File: src/cau_pkg.sv
// ----------------------------------------------------------------------------
// cau_pkg
// Shared types, action codes and saturation helpers for the complex unit
// ----------------------------------------------------------------------------
package cau_pkg;

	localparam int FRAC_BITS_DEF = 16;
	// quotient magnitude bits below the overflow bit
	localparam int QW = 33;
	// divider remainder width: 64-bit divisor shifted by up to QW places
	localparam int DW = 64 + QW;
	// one divider step per quotient bit, overflow bit included
	localparam int NSTEP = QW + 1;

	localparam logic [2:0] ACT_ADD  = 3'd0;
	localparam logic [2:0] ACT_SUB  = 3'd1;
	localparam logic [2:0] ACT_MUL  = 3'd2;
	localparam logic [2:0] ACT_DIV  = 3'd3;
	localparam logic [2:0] ACT_CONJ = 3'd4;

	localparam logic [31:0] WORD_MAX = 32'h7fff_ffff;
	localparam logic [31:0] WORD_MIN = 32'h8000_0000;
	localparam logic [QW-1:0] LIM_POS = QW'(64'h7fff_ffff);
	localparam logic [QW-1:0] LIM_NEG = QW'(64'h8000_0000);

	typedef struct packed {
		logic [31:0] val;
		logic        sat;
	} clip_t;

	// result of a beat outside the divider, or sign and flags of a divide
	typedef struct packed {
		logic        is_div;
		logic        dz;
		logic        neg_re;
		logic        neg_im;
		logic        sat;
		logic [31:0] res_re;
		logic [31:0] res_im;
	} side_t;

	typedef struct packed {
		logic [DW-1:0] rem_re;
		logic [DW-1:0] rem_im;
		logic [QW:0]   q_re;
		logic [QW:0]   q_im;
		logic [63:0]   den;
	} div_t;

	function automatic clip_t sat_pack(input logic neg, input logic ovf,
			input logic [QW-1:0] mag);
		clip_t r;
		r.sat = 1'b0;
		r.val = '0;
		if (neg) begin
			if (ovf || mag > LIM_NEG) begin
				r.sat = 1'b1;
				r.val = WORD_MIN;
			end else begin
				r.val = 32'd0 - mag[31:0];
			end
		end else begin
			if (ovf || mag > LIM_POS) begin
				r.sat = 1'b1;
				r.val = WORD_MAX;
			end else begin
				r.val = mag[31:0];
			end
		end
		return r;
	endfunction

	// clip a 33-bit signed sum
	function automatic clip_t sat_sum(input logic [32:0] v);
		logic [32:0] m;
		m = v[32] ? (33'd0 - v) : v;
		return sat_pack(v[32], 1'b0, QW'(m));
	endfunction

endpackage

File: src/cau_div_step.sv
// ----------------------------------------------------------------------------
// cau_div_step
// One restoring-division stage: one quotient bit for both result parts
// ----------------------------------------------------------------------------
module cau_div_step #(
	parameter int SHIFT = 0
) (
	input  logic           clk,
	input  logic           arst_n,
	input  logic           en,
	input  logic           in_valid,
	input  cau_pkg::side_t in_side,
	input  cau_pkg::div_t  in_div,
	output logic           out_valid,
	output cau_pkg::side_t out_side,
	output cau_pkg::div_t  out_div
);

	logic                    v_s1;
	cau_pkg::side_t          side_s1;
	cau_pkg::div_t           div_s1;
	cau_pkg::div_t           div_d;
	logic [cau_pkg::DW-1:0]  dsh;
	logic                    ge_re, ge_im;

	always_comb begin
		dsh   = cau_pkg::DW'(in_div.den) << SHIFT;
		ge_re = (in_div.rem_re >= dsh);
		ge_im = (in_div.rem_im >= dsh);
		div_d        = in_div;
		div_d.rem_re = ge_re ? (in_div.rem_re - dsh) : in_div.rem_re;
		div_d.rem_im = ge_im ? (in_div.rem_im - dsh) : in_div.rem_im;
		div_d.q_re   = {in_div.q_re[cau_pkg::QW-1:0], ge_re};
		div_d.q_im   = {in_div.q_im[cau_pkg::QW-1:0], ge_im};
	end

	always_ff @(posedge clk or negedge arst_n) begin
		if (!arst_n) begin
			v_s1 <= 1'b0;
		end else if (en) begin
			v_s1 <= in_valid;
		end
	end

	always_ff @(posedge clk) begin
		if (en) begin
			side_s1 <= in_side;
			div_s1  <= div_d;
		end
	end

	assign out_valid = v_s1;
	assign out_side  = side_s1;
	assign out_div   = div_s1;

endmodule

File: config.mk
export PLATFORM = sky130hd
export DESIGN_NAME = cau_div_step
export DESIGN_NICKNAME = d
export VERILOG_FILES = /design/src/cau_pkg.sv /design/src/cau_div_step.sv
export SDC_FILE = /design/constraint.sdc
export NUM_CORES = 1
export LEC_CHECK = 0
export BUFFER_PORTS_ARGS = -buffer_cell sky130_fd_sc_hd__buf_2
export CORE_AREA = 2 2 309 311
export CTS_BUF_LIST = sky130_fd_sc_hd__clkbuf_2
export DETAILED_ROUTE_END_ITERATION = 12
export DIE_AREA = 0 0 311 313
export GPL_ROUTABILITY_DRIVEN = 0
export PLACE_DENSITY = 0.54
export SETUP_SLACK_MARGIN = 0.05
export SYNTH_ARGS = -nofsm -noshare
export SYNTH_HDL_FRONTEND = slang
export SYNTH_SLANG_ARGS = --single-unit
File: constraint.sdc
create_clock -name clk -period 0.8 [get_ports clk]
set_input_delay 0.12 -clock clk [delete_from_list [all_inputs] [get_ports clk]]
set_output_delay 0.12 -clock clk [all_outputs]
set_load 0.005 [all_outputs]
Yosys cells after proc, flatten, opt, wreduce, memory -nomap -nowiden
Cells that the tools add are included.
- order comparisons: 2
- $add $sub $neg: 2
- multiplexer cells: 2
- operator list (cell ; count):
    97-bit by 64-bit >= comparator with 1-bit output ; 2
    97-bit 2-to-1 mux ; 2
    97-bit by 64-bit subtractor with 97-bit output ; 2
- input port bits: 399
- bits in registers: 396

Depth between registers and ports, before layout
- depth in word-level cells: 2
- mapped depth: 15

Worst setup path after synthesis
Ideal clock, no wire load.
- path type: input-to-reg
- start: in in_div[30] in the netlist's numbering
- end: reg div_s1 (netlist bit out_div[304]) (data pin)
- required time: 0.529 ns
- cell stages on the path: 13
- buffers on the path: 1
- setup slack: -2.417 ns
- data arrival time: 2.945 ns
- path through: inv_1 -> ha_1 -> clkbuf_1 -> nand3_1 -> or3_1 -> or4_1 -> o211a_1 -> o21a_1 -> o21a_1 -> o41a_1 -> nor3b_2 -> nor4_1 -> xor2_1
- RTL lines (what ; line ; source):
    from (decl) ; cau_div_step.sv:13 ; input cau_pkg::div_t in_div,
    to (signal assigned) ; cau_div_step.sv:48 ; div_s1 <= div_d;
    to (decl) ; cau_div_step.sv:21 ; cau_pkg::div_t div_s1;

==> results by group <==
Finish
  • Post-layout util: 0.531
  • Area Overhead vs Synth: 114%
  • Most common cell after layout, fill and taps aside: buf_4
  • Final #Nets: approximately 5300
  • Commonest non-fill, non-tap cells in the layout: 888 x buf_4, 736 x buf_2, 695 x dlygate4sd3_1, 395 x edfxtp_1, 180 x nand2_1
  • Share of layout cells above drive strength 1: 0.535

Timing
  • Slew headroom: 0.545
  • Final hold vios: around 220
  • Worst setup margin: -1.42 ns
  • Final slew viol count: 0
  • Crit share post-route: 2.77
  • Worst hold margin: -1.02 ns
  • Least-Margin Pin Slew: around 0.68 ns
  • Fin Clk Skew: 0 ns
  • Final number of setup-violating endpoints: roughly 1100
  • Fmax: between 400 and 500 MHz
  • Tmin final: approximately 2.2 ns
  • Unrepaired setup endpoints after global routing: yes

Route
  • Vias: just under 30000
  • Total wire length: approximately 130000 µm
  • Pre-antenna DRT Iters: 5
  • Initial DRC Count: 1816
  • Final ANT Viol Nets: 0
  • Vias/cell: around 4.7
  • Routed len/inst: 21.7 µm
  • # DRC: 0

Critical path
  • Required time of the critical path: around 1.8 ns
  • Setup crit start kind: input pin
  • FF-to-FF End: out_valid
  • Crit path from: in_div[19]
  • Worst r2r src: out_valid
  • Worst EP arrival: between 3 and 4 ns
  • FF-to-FF setup slack: -0.03 ns
  • CP Class: in -> reg
  • Worst setup endpoint: out_div[319]
  • Worst Reg2Reg Path Length in Cells: 1
  • Crit Path Max Fanout: 4
  • Setup crit end kind: register

Run status
  • Outcome: complete, but fails checks
  • Failing checks: hold timing, setup timing

Floorplan
  • Starting Density: 0.249
  • Die H: roughly 310 µm
  • Core area: between 0.09 and 0.1 mm²
  • Row count: ~110
  • Die ar.: between 0.09 and 0.1 mm²
  • Die W: around 310 µm
  • IO Count: a little under 800

Clock tree
  • Clock slew at reported path FFs: 0.10 ns
  • Clock Path Buffers: 3
  • CTS Buf Count: about 110
  • Root Driver: clkbuf_2
  • Clk sinks: between 300 and 400
  • TritonCTS clock tree: yes
  • H-tree depth: 3
  • Later-pin clock latency in the skew report: around 1.3 ns

Synth
  • YS warnings: 0
  • Proportion of netlist area held by the largest area contributor: 0.507
  • Cell variety after synth: 85
  • Post-synth EDFFs: 395
  • Register bit total from synthesis: a little under 400
  • Primary FF master, synth: edfxtp_1
  • Synthesized Nets: approximately 2800
  • Synthesized instance count: between 2000 and 2500
  • Top cell type by total area after synthesis: edfxtp_1
  • Syn avg cell area: 10.4 µm²
  • Share of flip-flops with an asynchronous set or reset: 0.00253
  • Post-Syn Area: between 0.02 and 0.025 mm²
  • Area contributors post-synth: edfxtp_1 51%, ha_1 6.8%, a21oi_1 4.9%
  • Seq/Total Area, Yosys: 0.508

Worst hold path
  • Hold Path Class: in -> reg

Place
  • Final HPWL from detailed placement: 95300 µm
  • Buffers on Ports: roughly 790

Run
  • Reported max-cap violation count: 0

Global route
  • Global Route Usage Sum: 0.254
  • First-pass GRT wire length: approximately 190000 µm
  • Initial antenna violation count: 44
  • Grt total ovfl: 0
  • Largest net degree at the start of global routing: 35
  • Vias in the first global route: about 30000

Pwr
  • VDD IR max: 1.01 mV
  • Total power: between 0.06 and 0.07 W
  • Power Density: 1380 mW/mm²
  • Pleak: around 21 nW
-- report_power, final --
group	switching, W	internal, W
combinational	0.0125	0.0142
clock	0.0100	0.00559
sequential	0.000818	0.0256
total	0.0233	0.0455
-- area by class of cell --
cell class,instances,area [µm²]
Antenna cell,33,82.6
Clock buffer,150,751
Clock inverter,38,225
Fill cell,8145,44200
Inverter,107,549
Multi-Input combinational cell,1653,14800
Sequential cell,396,11900
Tap cell,1265,1580
Timing Repair Buffer,2507,20100
-- what timing repair did --
action | 4_1_cts | 5_1_grt
endpoints found under the setup margin | 593 | 1024
pin swaps | 100 | 188
hold endpoints to repair | 792 | 244
buffers inserted | 69 | 78
gates cloned | 7 | 15
hold buffers | 744 | 89
gates resized for setup | 352 | 430
-- routing by layer --
metal | up-vias | wire length, µm | GRT usage
li1 | 13500 | - | -
met5 | - | 189 | 0
met3 | 384 | 9550 | 0.0646
met4 | 30 | 7270 | 0.118
met1 | 14000 | 52500 | 0.302
met2 | 1166 | 63700 | 0.430
-- logic make-up after synthesis --
family,count (synthesis),share of synthesized area
xor+xnor,187,0.0700
buf+inv,207,0.0344
fa+ha+maj,130,0.0701
flops,396,0.508
simple gates,718,0.153
compound gates,608,0.160
mux,10,0.00476
-- worst max-delay path: stages --
cell and delay, ns:
buf_4 0.11, inv_2 0.05, ha_1 0.30, buf_4 0.13, dlygate4sd3_1 0.63, nand4_1 0.16, nor4_2 0.24, nor3b_4 0.30
o21bai_4 0.12, a31oi_4 0.22, a21oi_4 0.13, a311oi_4 0.27, buf_6 0.18, a2111oi_4 0.08, xor2_1 0.16
-- worst min path at each step --
stage,startpoint,end,slack [ns],depth (start not counted)
after floorplan,arst_n,out_valid,-0.18,0
after global placement,arst_n,out_valid,-0.10,1
after detailed placement,arst_n,out_valid,-0.10,1
after CTS,in_div[13],out_div[13],-1.18,1
after global routing,in_div[2],out_div[2],-1.20,1
final,in_div[2],out_div[2],-1.02,1
-- cell usage after synthesis (12+ instances only) --
master      n
o21ai_0   150
or3_1      23
buf_2      13
a21o_1     54
nor2_1    173
nand3_1    29
a31oi_1    21
xnor2_1    95
nand2_1   218
o31ai_1    12
nor4_1     37
nor3_1     56
a21oi_1   227
xor2_1     92
edfxtp_1  395
clkbuf_1   79
nand4_1    66
o21bai_1   38
o21a_1     21
inv_1     106
ha_1      128
nand2b_1   17
or2_2      13
-- flip-flops by register name, indices dropped and copies added, names as in the netlist --
register,count
out_div,326
out_side,69
out_valid,1
-- stage by stage --
| stage | instance area, µm² | instances | setup slack, ns | TNS [ns] | hold WS (ns) |
|---|---|---|---|---|---|
| after floorplan | 25000 | 2256 | -2.30 | -361.30 | -0.176 |
| after global placement | 36500 | 5073 | -3.04 | -591.52 | -0.104 |
| after detailed placement | 36500 | 5073 | -3.05 | -591.46 | -0.104 |
| after CTS | 47300 | 6077 | -1.50 | -879.29 | -1.18 |
| after global routing | 50000 | 6145 | -1.49 | -852.45 | -1.20 |
| final | 50000 | 6149 | -1.42 | -837.01 | -1.02 |
No activity file was read; power rests on OpenSTA's default activity.
