<file path="config.mk">
export PLATFORM = sky130hd
export DESIGN_NAME = cau_back_flat
export DESIGN_NICKNAME = d
export VERILOG_FILES = /design/src/cau_pkg.sv /design/src/cau_out_if.sv /design/src/cau_back.sv /design/src/flat_wrapper.sv
export SDC_FILE = /design/constraint.sdc
export NUM_CORES = 1
export LEC_CHECK = 0
export ABC_AREA = 0
export ABC_CLOCK_PERIOD_IN_PS = 1600
export BUFFER_PORTS_ARGS = -buffer_cell sky130_fd_sc_hd__buf_2
export CORE_AREA = 3 3 181 183
export DETAILED_ROUTE_END_ITERATION = 8
export DIE_AREA = 0 0 184 186
export PLACE_DENSITY = 0.37
export SLEW_MARGIN = 15
export SYNTH_ARGS = -nofsm -noshare
export SYNTH_HDL_FRONTEND = slang
export SYNTH_SLANG_ARGS = --single-unit
</file>
<file path="constraint.sdc">
create_clock -name clk -period 1.6 [get_ports clk]
set_input_delay 0.32 -clock clk [delete_from_list [all_inputs] [get_ports clk]]
set_output_delay 0.32 -clock clk [all_outputs]
set_load 0.01 [all_outputs]
</file>
<file path="src/cau_pkg.sv">
// ----------------------------------------------------------------------------
// cau_pkg
// Shared types, action codes and saturation helpers for the complex unit
// ----------------------------------------------------------------------------
package cau_pkg;

	localparam int FRAC_BITS_DEF = 16;
	// quotient magnitude bits below the overflow bit
	localparam int QW = 33;
	// divider remainder width: 64-bit divisor shifted by up to QW places
	localparam int DW = 64 + QW;
	// one divider step per quotient bit, overflow bit included
	localparam int NSTEP = QW + 1;

	localparam logic [2:0] ACT_ADD  = 3'd0;
	localparam logic [2:0] ACT_SUB  = 3'd1;
	localparam logic [2:0] ACT_MUL  = 3'd2;
	localparam logic [2:0] ACT_DIV  = 3'd3;
	localparam logic [2:0] ACT_CONJ = 3'd4;

	localparam logic [31:0] WORD_MAX = 32'h7fff_ffff;
	localparam logic [31:0] WORD_MIN = 32'h8000_0000;
	localparam logic [QW-1:0] LIM_POS = QW'(64'h7fff_ffff);
	localparam logic [QW-1:0] LIM_NEG = QW'(64'h8000_0000);

	typedef struct packed {
		logic [31:0] val;
		logic        sat;
	} clip_t;

	// result of a beat outside the divider, or sign and flags of a divide
	typedef struct packed {
		logic        is_div;
		logic        dz;
		logic        neg_re;
		logic        neg_im;
		logic        sat;
		logic [31:0] res_re;
		logic [31:0] res_im;
	} side_t;

	typedef struct packed {
		logic [DW-1:0] rem_re;
		logic [DW-1:0] rem_im;
		logic [QW:0]   q_re;
		logic [QW:0]   q_im;
		logic [63:0]   den;
	} div_t;

	function automatic clip_t sat_pack(input logic neg, input logic ovf,
			input logic [QW-1:0] mag);
		clip_t r;
		r.sat = 1'b0;
		r.val = '0;
		if (neg) begin
			if (ovf || mag > LIM_NEG) begin
				r.sat = 1'b1;
				r.val = WORD_MIN;
			end else begin
				r.val = 32'd0 - mag[31:0];
			end
		end else begin
			if (ovf || mag > LIM_POS) begin
				r.sat = 1'b1;
				r.val = WORD_MAX;
			end else begin
				r.val = mag[31:0];
			end
		end
		return r;
	endfunction

	// clip a 33-bit signed sum
	function automatic clip_t sat_sum(input logic [32:0] v);
		logic [32:0] m;
		m = v[32] ? (33'd0 - v) : v;
		return sat_pack(v[32], 1'b0, QW'(m));
	endfunction

endpackage

</file>
<file path="src/cau_out_if.sv">
// ----------------------------------------------------------------------------
// cau_out_if
// Result channel: complex result and status flags
// ----------------------------------------------------------------------------
interface cau_out_if;
	logic               valid;
	logic               ready;
	logic signed [31:0] res_re;
	logic signed [31:0] res_im;
	logic               div_zero;
	logic               saturated;

	modport source(output valid, res_re, res_im, div_zero, saturated, input ready);
	modport sink(input valid, res_re, res_im, div_zero, saturated, output ready);
endinterface

</file>
<file path="src/cau_back.sv">
// ----------------------------------------------------------------------------
// cau_back
// Quotient clipping, result select and output register
// ----------------------------------------------------------------------------
module cau_back (
	input  logic           clk,
	input  logic           arst_n,
	input  logic           en,
	input  logic           in_valid,
	input  cau_pkg::side_t in_side,
	input  cau_pkg::div_t  in_div,
	cau_out_if.source      res
);

	logic           valid_q;
	logic [31:0]    re_q, im_q;
	logic           dz_q, sat_q;
	cau_pkg::clip_t q_re, q_im;
	logic [31:0]    re_d, im_d;
	logic           sat_d;

	always_comb begin
		q_re = cau_pkg::sat_pack(in_side.neg_re, in_div.q_re[cau_pkg::QW],
			in_div.q_re[cau_pkg::QW-1:0]);
		q_im = cau_pkg::sat_pack(in_side.neg_im, in_div.q_im[cau_pkg::QW],
			in_div.q_im[cau_pkg::QW-1:0]);
		if (!in_side.is_div) begin
			re_d  = in_side.res_re;
			im_d  = in_side.res_im;
			sat_d = in_side.sat;
		end else if (in_side.dz) begin
			re_d  = '0;
			im_d  = '0;
			sat_d = 1'b0;
		end else begin
			re_d  = q_re.val;
			im_d  = q_im.val;
			sat_d = q_re.sat | q_im.sat;
		end
	end

	always_ff @(posedge clk or negedge arst_n) begin
		if (!arst_n) begin
			valid_q <= 1'b0;
		end else if (en) begin
			valid_q <= in_valid;
		end
	end

	always_ff @(posedge clk) begin
		if (en) begin
			re_q  <= re_d;
			im_q  <= im_d;
			dz_q  <= in_side.is_div & in_side.dz;
			sat_q <= sat_d;
		end
	end

	assign res.valid     = valid_q;
	assign res.res_re    = re_q;
	assign res.res_im    = im_q;
	assign res.div_zero  = dz_q;
	assign res.saturated = sat_q;

endmodule

</file>
<file path="src/flat_wrapper.sv">
// flat-port wrapper written by rule: the top's interface ports become plain ports
module cau_back_flat 
  (clk, arst_n, en, in_valid, in_side, in_div, res_valid, res_res_re, res_res_im, res_div_zero, res_saturated, res_ready);
  cau_out_if res_i ();
  input  logic clk;
  input  logic arst_n;
  input  logic en;
  input  logic in_valid;
  input  cau_pkg::side_t in_side;
  input  cau_pkg::div_t in_div;
  output wire logic [$bits(res_i.valid)-1:0] res_valid;
  output wire logic [$bits(res_i.res_re)-1:0] res_res_re;
  output wire logic [$bits(res_i.res_im)-1:0] res_res_im;
  output wire logic [$bits(res_i.div_zero)-1:0] res_div_zero;
  output wire logic [$bits(res_i.saturated)-1:0] res_saturated;
  input wire logic [$bits(res_i.ready)-1:0] res_ready;
  assign res_valid = res_i.valid;
  assign res_res_re = res_i.res_re;
  assign res_res_im = res_i.res_im;
  assign res_div_zero = res_i.div_zero;
  assign res_saturated = res_i.saturated;
  assign res_i.ready = res_ready;
  cau_back u_core (.clk(clk), .arst_n(arst_n), .en(en), .in_valid(in_valid), .in_side(in_side), .in_div(in_div), .res(res_i));
endmodule
</file>
# ---- After elaboration in Yosys (flattened, before gate mapping)
# Index checks and enable logic that the tools add are counted.
dict set report classes {
  add_sub_neg 2
  n_lt_le_gt_ge 4
  n_mux 16
  bitwise_logic 2
  reduce_logical 4
}
# operator n
set ops {}
lappend ops {{$mux 32} 8}
lappend ops {{$gt 33x31->1 const B} 2}
lappend ops {{$gt 33x32->1 const B} 2}
lappend ops {{$mux 33} 2}
lappend ops {{$sub 1x32->32 const A} 2}
lappend ops {{$mux 1} 6}
lappend ops {{$logic_or 1x1->1} 4}
lappend ops {{$and 1x1->1} 1}
lappend ops {{$or 1x1->1} 1}
dict set report word_totals {
  ff_bits 67
  input_bits 400
  out_inout_bits 67
  word_cells 33
}

# ---- Depth between registers and ports, before layout
# Gate-level depths: netlist of the first run.
dict set report depth {
  depth_word 7
  depth_mapped 10
}

# ---- Least setup slack after synthesis of the first run
# Ideal clock, no wire load.
dict set report synth_path {
  kind {input -> register}
  startpoint {in in_div[66] (netlist name)}
  endpoint {reg u_core.im_q[16] (netlist: u_core.res.res_im[16]) (data pin)}
  setup_ns 0.254
  arrival_ns 2.234
  t_required_ns 1.346
  slack_ns -0.888
  cell_stages 8
  cell_sequence {clkbuf_1 or4_4 or4_4 buf_6 nor4_4 mux2_1 o21ai_1 o2bb2ai_2}
}
dict set report synth_via {
  elab_chain_cells 6
  word_cells_on_any_way 10
  cone_classes {1 x add/sub; 2 x order compare; 5 x mux; 2 x reduce/logical}
}
# element line
set synth_lines {}
lappend synth_lines {{from (decl)} flat_wrapper.sv:10} ;# input cau_pkg::div_t in_div;
lappend synth_lines {{$gt 33x31->1 or $gt 33x32->1 (tied branches)} {cau_pkg.sv:63, cau_pkg.sv:56}}
lappend synth_lines {{$logic_or 1x1->1, on equally long branches} {cau_pkg.sv:63, cau_pkg.sv:56}}
lappend synth_lines {{$mux 32, on equally long branches} {cau_pkg.sv:63, cau_pkg.sv:56}}
lappend synth_lines {{$mux 33 (*)} cau_pkg.sv:55} ;# if (neg) begin
lappend synth_lines {{$mux 32 (*)} cau_back.sv:31} ;# end else if (in_side.dz) begin
lappend synth_lines {{$mux 32 (*)} cau_back.sv:27} ;# if (!in_side.is_div) begin
lappend synth_lines {{via u_core.im_d[16]} cau_back.sv:19} ;# logic [31:0] re_d, im_d;
lappend synth_lines {{to (signal assigned)} cau_back.sv:53} ;# im_q <= im_d;
lappend synth_lines {{to (decl)} cau_back.sv:16} ;# logic [31:0] re_q, im_q;
# The timed path passes the listed nets; every way through them passes the cells marked *.
# A chain may end at the register's enable or synchronous reset.

# ---- Final worst setup path of the first run
dict set report layout_path {
  startpoint {in in_div[72] (netlist name)}
  endpoint {reg u_core.im_q[16] (netlist: u_core.res.res_im[16]) (data pin)}
}
# The elaborated chain is that of the path after synthesis.

==> flow_summary.toml, run 1 <==
[synth]
synth-edff-count = 66
synth_seq_area_share_pct = 41.3
synth-main-ff-cell = "edfxtp_1"
synth_top_cell_area_share_pct = 40.8
synthArstFlopShare_pct = 1.49
avgSynthCellArea_um2 = 9.21
synth_top_area_cell = "edfxtp_1"
ys.warnings.count = 0
synth.area.top_cells = "edfxtp_1 (41%), o2bb2ai_1 (5.6%), xnor2_1 (4.5%)"
synth_seq_cells = 67
syn_inst = 527
syn_nets = 931
synthDistinctLibCells = 59
syn-cell-area_um2 = 4860

[critical_path]
critPathKind = "primary input to flip-flop"
critical_path_arrival_ns = 2.23
setup.worst_path.start_class = "primary input"
cp-end-kind = "flip-flop"
critical_path.max_fanout = 7
cp.required_ns = 1.70

[clocking]
clk_pin_slew_ns = 0.07
clk_path_buf_depth = 2
htreeDepth = 3
cts_tree = "built"
cts_root_buffer = "clkbuf_16"
clk_latency_ns = 0.34
cts_buffers = 9
cts.sink_count = 67

[route]
wl_per_cell_um = 18.8
drt_iter0_drc = 359
vias = 5768
drc = 0
antenna_left = 0
routed_via_density = 4.45
wirelength_mm = 24.4
drt_pass1_iterations = 4

[pwr]
p_per_area_nw_per_um2 = 680
vdd_drop_max_v = 0.000385
p_leak_uw = 0.00360

[global_routing]
overflow = 0
grtUsageTotal_pct = 13.9
antenna_found_initial = 9
grt_pass1_vias = 5878
grt_pass1_wl_mm = 35.9
grt_max_degree = 29
grt_util_met3_pct = 5.71
met1_usage_pct = 18.1
met2_usage_pct = 21.8
grt_busiest_layer = "met2"

[floorplanning]
coreArea_um2 = 31400
die_x_um = 184
row_count = 65
fp.dieH_um = 186
start_util_pct = 15.5
die_area_um2 = 34200
num_io_pins = 467

[sta]
report.final.slew_viol_count = 0
skew_ns = 0
setup_viol = 65
tightestPinTransition_ns = 0.404
fin_crit_sh_pct = 133
fmax_mhz = 469
rsz0062_at_grt = "true"
setup_ws_ns = -0.532
hold_slack_ns = 0.211
finalHoldViolCount = 0
relSlewSlack_pct = 73.0
period_minus_slack_ns = 2.13

[hold_path]
hold_class = "primary input to flip-flop"

[placement]
gp_congestion = 0.814
io_buffers = 207
dp_hpwl_mm = 19.2
place_ws_ns = -1.01
dp_cells = 1264

[flow_run]
cap_violations = 0

[final_layout]
num_antenna_cells = 0
area_growth_pct = 85.2
final_layout_size_suffix_gt1_share_pct = 58.2
nets = 1294
fin_cells = 1297

[run_status]
violations = "setup timing"
status = "finished, violations left"
## registers in the layout, indices dropped and copies added (netlist names)
name	count
u_core.res.valid	1
u_core.res.res_im	32
u_core.res.res_re	32
u_core.res.saturated	1
u_core.res.div_zero	1
## Yosys cell counts (all sizes together), types with 2 or more instances
cell,number
edfxtp,66
nor2,47
nand2,46
a21oi,38
o2bb2ai,32
inv,30
xnor2,25
clkbuf,23
nor3,22
nor4,22
o21ai,19
o32ai,19
nand4,17
o22ai,13
nand3,12
or4,9
buf,8
o41ai,8
or3,8
a31oi,5
and2,5
nand2b,5
ha,4
mux2,4
o31ai,4
or2,4
a211oi,3
nand4b,3
a221oi,2
a311oi,2
a32o,2
and3,2
nor2b,2
o211ai,2
o21a,2
o221ai,2
xor2,2
## critical path: stages
cell	delay (ns)
buf_6	0.09
or4_4	0.53
or4_4	0.62
nor4_4	0.17
mux2_1	0.33
o21ai_1	0.10
o2bb2ai_2	0.08
## metal layers
layer  wire length, um  share of wire (%)  up-vias
met5                81               0.33        -
met4               238               0.98       16
met3              2340                9.6       31
met2             10700                 44      232
met1             11000                 45     2706
li1                  -                  -     2783
## kinds of logic (layout without fill, tap and decap cells)
family | Yosys count | after routing | share of synthesized area, %
compound gates | 156 | 156 | 23.2
xor+xnor | 27 | 27 | 4.87
fa+ha+maj | 4 | 4 | 1.03
buf+inv | 62 | 430 | 5.51
flops | 67 | 67 | 41.3
mux | 4 | 4 | 0.928
simple gates | 207 | 207 | 23.1
## timing repair
item | 4_1_cts | 5_1_grt
gates resized for setup | 104 | 52
hold endpoints to repair | 1 | 0
hold buffers | 1 | 0
cloned | 2 | 0
pin swaps | 56 | 26
buffers inserted | 16 | 11
setup endpoints to repair | 65 | 65
## final timing paths
check	startpoint	to	slack [ns]	cells past startpoint
setup / recovery	in_div[72]	u_core.res.res_im[16]	-0.53	7
hold / removal	in_valid	u_core.res.valid	0.21	2
setup reg to reg	u_core.res.valid	u_core.res.valid	0.86	1
hold reg to reg	u_core.res.valid	u_core.res.valid	0.51	1
max in group asynchronous	arst_n	u_core.res.valid	1.24	2
min in group asynchronous	arst_n	u_core.res.valid	0.28	2
## cells in the final DEF, fill, tap and decap left out, drive strengths merged, types with 4 or more instances in the layout
cell type    n
ha           4
or3          8
clkbuf      10
o21ai       19
a21oi       38
nand2       46
o2bb2ai     32
xnor2       25
o41ai        8
nand2b       5
nand4       17
or4          9
inv         31
o31ai        4
nor2        47
nand3       12
nor3        22
or2          4
edfxtp      66
o32ai       19
a31oi        5
mux2         4
buf        382
o22ai       13
nor4        22
and2         5
## power breakdown
group / leakage, uW / internal (uW) / switching (uW)
Sequential: 0.000651 / 2120 / 49.5
Clock: 0.000149 / 1370 / 904
Combinational: 0.00280 / 782 / 890
## metrics by stage
| stage | total power (uW) | utilization [%] | cell area, um^2 | TNS, ns |
|---|---|---|---|---|
| 2_1_floorplan | 2760 | - | 5100 | -33.14 |
| 3_3_place_gp | 3680 | 24.6 | 7720 | -52.98 |
| 3_5_place_dp | 3670 | 24.6 | 7720 | -53.07 |
| 4_1_cts | 6170 | 27.8 | 8730 | -23.84 |
| 5_1_grt | 6410 | 28.6 | 8990 | -29.68 |
| 6_report | 6120 | 28.6 | 8990 | -25.84 |
## area by class of cell
type / count / area, um^2
well taps: 402 / 503
repair buffers: 383 / 2640
flip-flops and latches: 67 / 2010
clock inverters: 6 / 88.8
fillers: 3424 / 22400
multi-input cells: 398 / 3390
inverters: 31 / 134
clock buffers: 10 / 229
(Power assumes the default switching activity.)
==> inputs of run 2 (changes only) <==
- ABC_CLOCK_PERIOD_IN_PS: 1600 -> 2200
- CORE_AREA: 3 3 181 183 -> 3 3 183 185
- CTS_CLUSTER_SIZE: not set -> 16
- DIE_AREA: 0 0 184 186 -> 0 0 186 188
- PLACE_DENSITY: 0.37 -> 0.36
- clock period: 1.6 -> 2.2 ns (I/O delays scaled with it)
==> run 2 against run 1 <==
  * The run still ends with setup timing left
  * Cell count grew 0.62%
  * Sequential power shrank 27%
  * Critical path depth grew 1
  * First-iteration DRC count shrank 11%
  * Core utilization shrank 1.6 points
  * Clock-buffer cell count grew 1
  * Largest power group is now registers
==> flow_summary.toml, run 2 (synthesis results as in run 1) <==
[sta]
fmax_mhz = 437
fin_crit_sh_pct = 104
skew_ns = 0
rsz0062_at_grt = "true"
period_minus_slack_ns = 2.29
report.final.slew_viol_count = 0
tns_ns = -0.767
tightestPinTransition_ns = 0.440
finalHoldViolCount = 0
setup_ws_ns = -0.0904
relSlewSlack_pct = 70.4
setup_viol = 25

[clocking]
clk_path_buf_depth = 2
cts.sink_count = 67
cts_root_buffer = "clkbuf_16"
cts_tree = "built"
clk_pin_slew_ns = 0.07
cts_buffers = 9
htreeDepth = 3
clk_latency_ns = 0.34

[floorplanning]
die_x_um = 186
die_area_um2 = 35000
num_io_pins = 467
coreArea_um2 = 32200
start_util_pct = 15.1
row_count = 66
fp.dieH_um = 188

[final_layout]
area_growth_pct = 79.2
seqCellArea_um2 = 2010
final_common_cell = "buf_2"
multiInputGateArea_um2 = 3240
final_layout_size_suffix_gt1_share_pct = 56.9
most-common-layout-cells = "buf_2 (199), buf_4 (159), edfxtp_1 (66)"
fillerInstances = 3512
fin_area_um2 = 8700
fin_cells = 1305
nets = 1295

[hold_path]
hold_end = "u_core.res.valid"
whs_path_depth = 2
hold_class = "primary input to flip-flop"
hp-start = "in_valid"

[route]
wl_per_cell_um = 19.4
routed_via_density = 4.50
wirelength_mm = 25.4
vias = 5878
drc = 0
drt_iter0_drc = 318
antenna_left = 0
drt_pass1_iterations = 4

[critical_path]
r2r_slack_ns = 1.47
critPathTopFamily = "simple AND/OR/NAND/NOR gates"
cp.required_ns = 2.37
r2r-end = "u_core.res.valid"
cp-end-kind = "flip-flop"
cp_num_buf_inv = 2
setup.worst_path.start_class = "primary input"
slowest_stage = "or4_4"
slowest_delay_ns = 0.62
critical_path_arrival_ns = 2.46
critPathKind = "primary input to flip-flop"
r2r_start = "u_core.res.valid"
critical_path.max_fanout = 6
reg2regPathDepth = 1
cp_cell_sequence = "buf_6, or4_4, or4_4, buf_6, nor3_4, nor2_2, and2_4, o32ai_2"

[placement]
gp_congestion = 0.850
dpl_cell_area_um2 = 7620
io_buffers = 207
dp_cells = 1275
dp_hpwl_mm = 19.6

[global_routing]
grt_max_degree = 35
overflow = 0
antenna_found_initial = 6
grt_pass1_wl_mm = 35.9
grtUsageTotal_pct = 13.6
grt_pass1_vias = 5963

[run_status]
status = "finished, violations left"
violations = "setup timing"

[pwr]
p_leak_uw = 0.00353
p_per_area_nw_per_um2 = 474
vdd_drop_max_v = 0.000305

[flow_run]
cap_violations = 0
-- run 2: cell count changes in the layout (fill, tap and decap cells not counted), moves of 3 or more --
cell       delta
buf_4        +13
buf_6         -8
buf_8         -5
nor2_2        +4
o21ai_0       +3
o21ai_1       -4
o2bb2ai_1    +10
o2bb2ai_2     -9
-- run 2: worst max-delay path by stage --
stage | from | endpoint | depth (start not counted)
2_1_floorplan | in_div[66] | u_core.res.res_im[16] | 8
3_3_place_gp | in_div[81] | u_core.res.res_im[30] | 8
3_5_place_dp | in_div[69] | u_core.res.res_im[30] | 7
4_1_cts | in_div[72] | u_core.res.res_im[20] | 8
5_1_grt | in_div[74] | u_core.res.res_im[18] | 9
6_report | in_div[74] | u_core.res.res_im[20] | 8
-- run 2: power breakdown --
group | internal [uW] | leakage, uW | total [uW] | switching, uW
sequential | 1540 | 0.000651 | 1580 | 34.9
clock | 750 | 0.000127 | 1380 | 628
combinational | 533 | 0.00275 | 1170 | 638
-- run 2: final cells by class --
class / count / area share, %
multi-input cells: 398 / 37.2
repair buffers: 384 / 29.5
flip-flops and latches: 67 / 23.1
well taps: 408 / 5.87
clock buffers: 11 / 2.67
inverters: 31 / 1.39
clock inverters: 4 / 0.216
diodes: 2 / 0.0575
-- run 2: metrics by stage --
stage	worst slack (ns)	total power (uW)	hold slack (ns)	utilization, %
floorplan	-0.379	1980	0.144	-
global placement	-0.614	2650	0.215	23.7
detailed placement	-0.588	2640	0.218	23.7
CTS	-0.0822	4100	0.314	25.4
global route	-0.146	4320	0.327	27.0
finish	-0.0904	4130	0.330	27.0
-- run 2: what timing repair did --
item,4_1_cts,5_1_grt
pin swaps,18,29
setup buffers,9,5
hold buffers,1,0
setup endpoints to repair,48,63
gates resized for setup,49,79
gates cloned,0,3
hold endpoints to repair,1,0
-- run 2: metal layers --
metal	share of wire [%]	track usage [%]	wire [um]	up-vias
met5	0.20	0	50	-
met3	10	5.49	2540	19
met2	45	21.2	11300	241
met4	0.81	2.43	206	10
li1	-	-	-	2791
met1	44	17.8	11300	2817
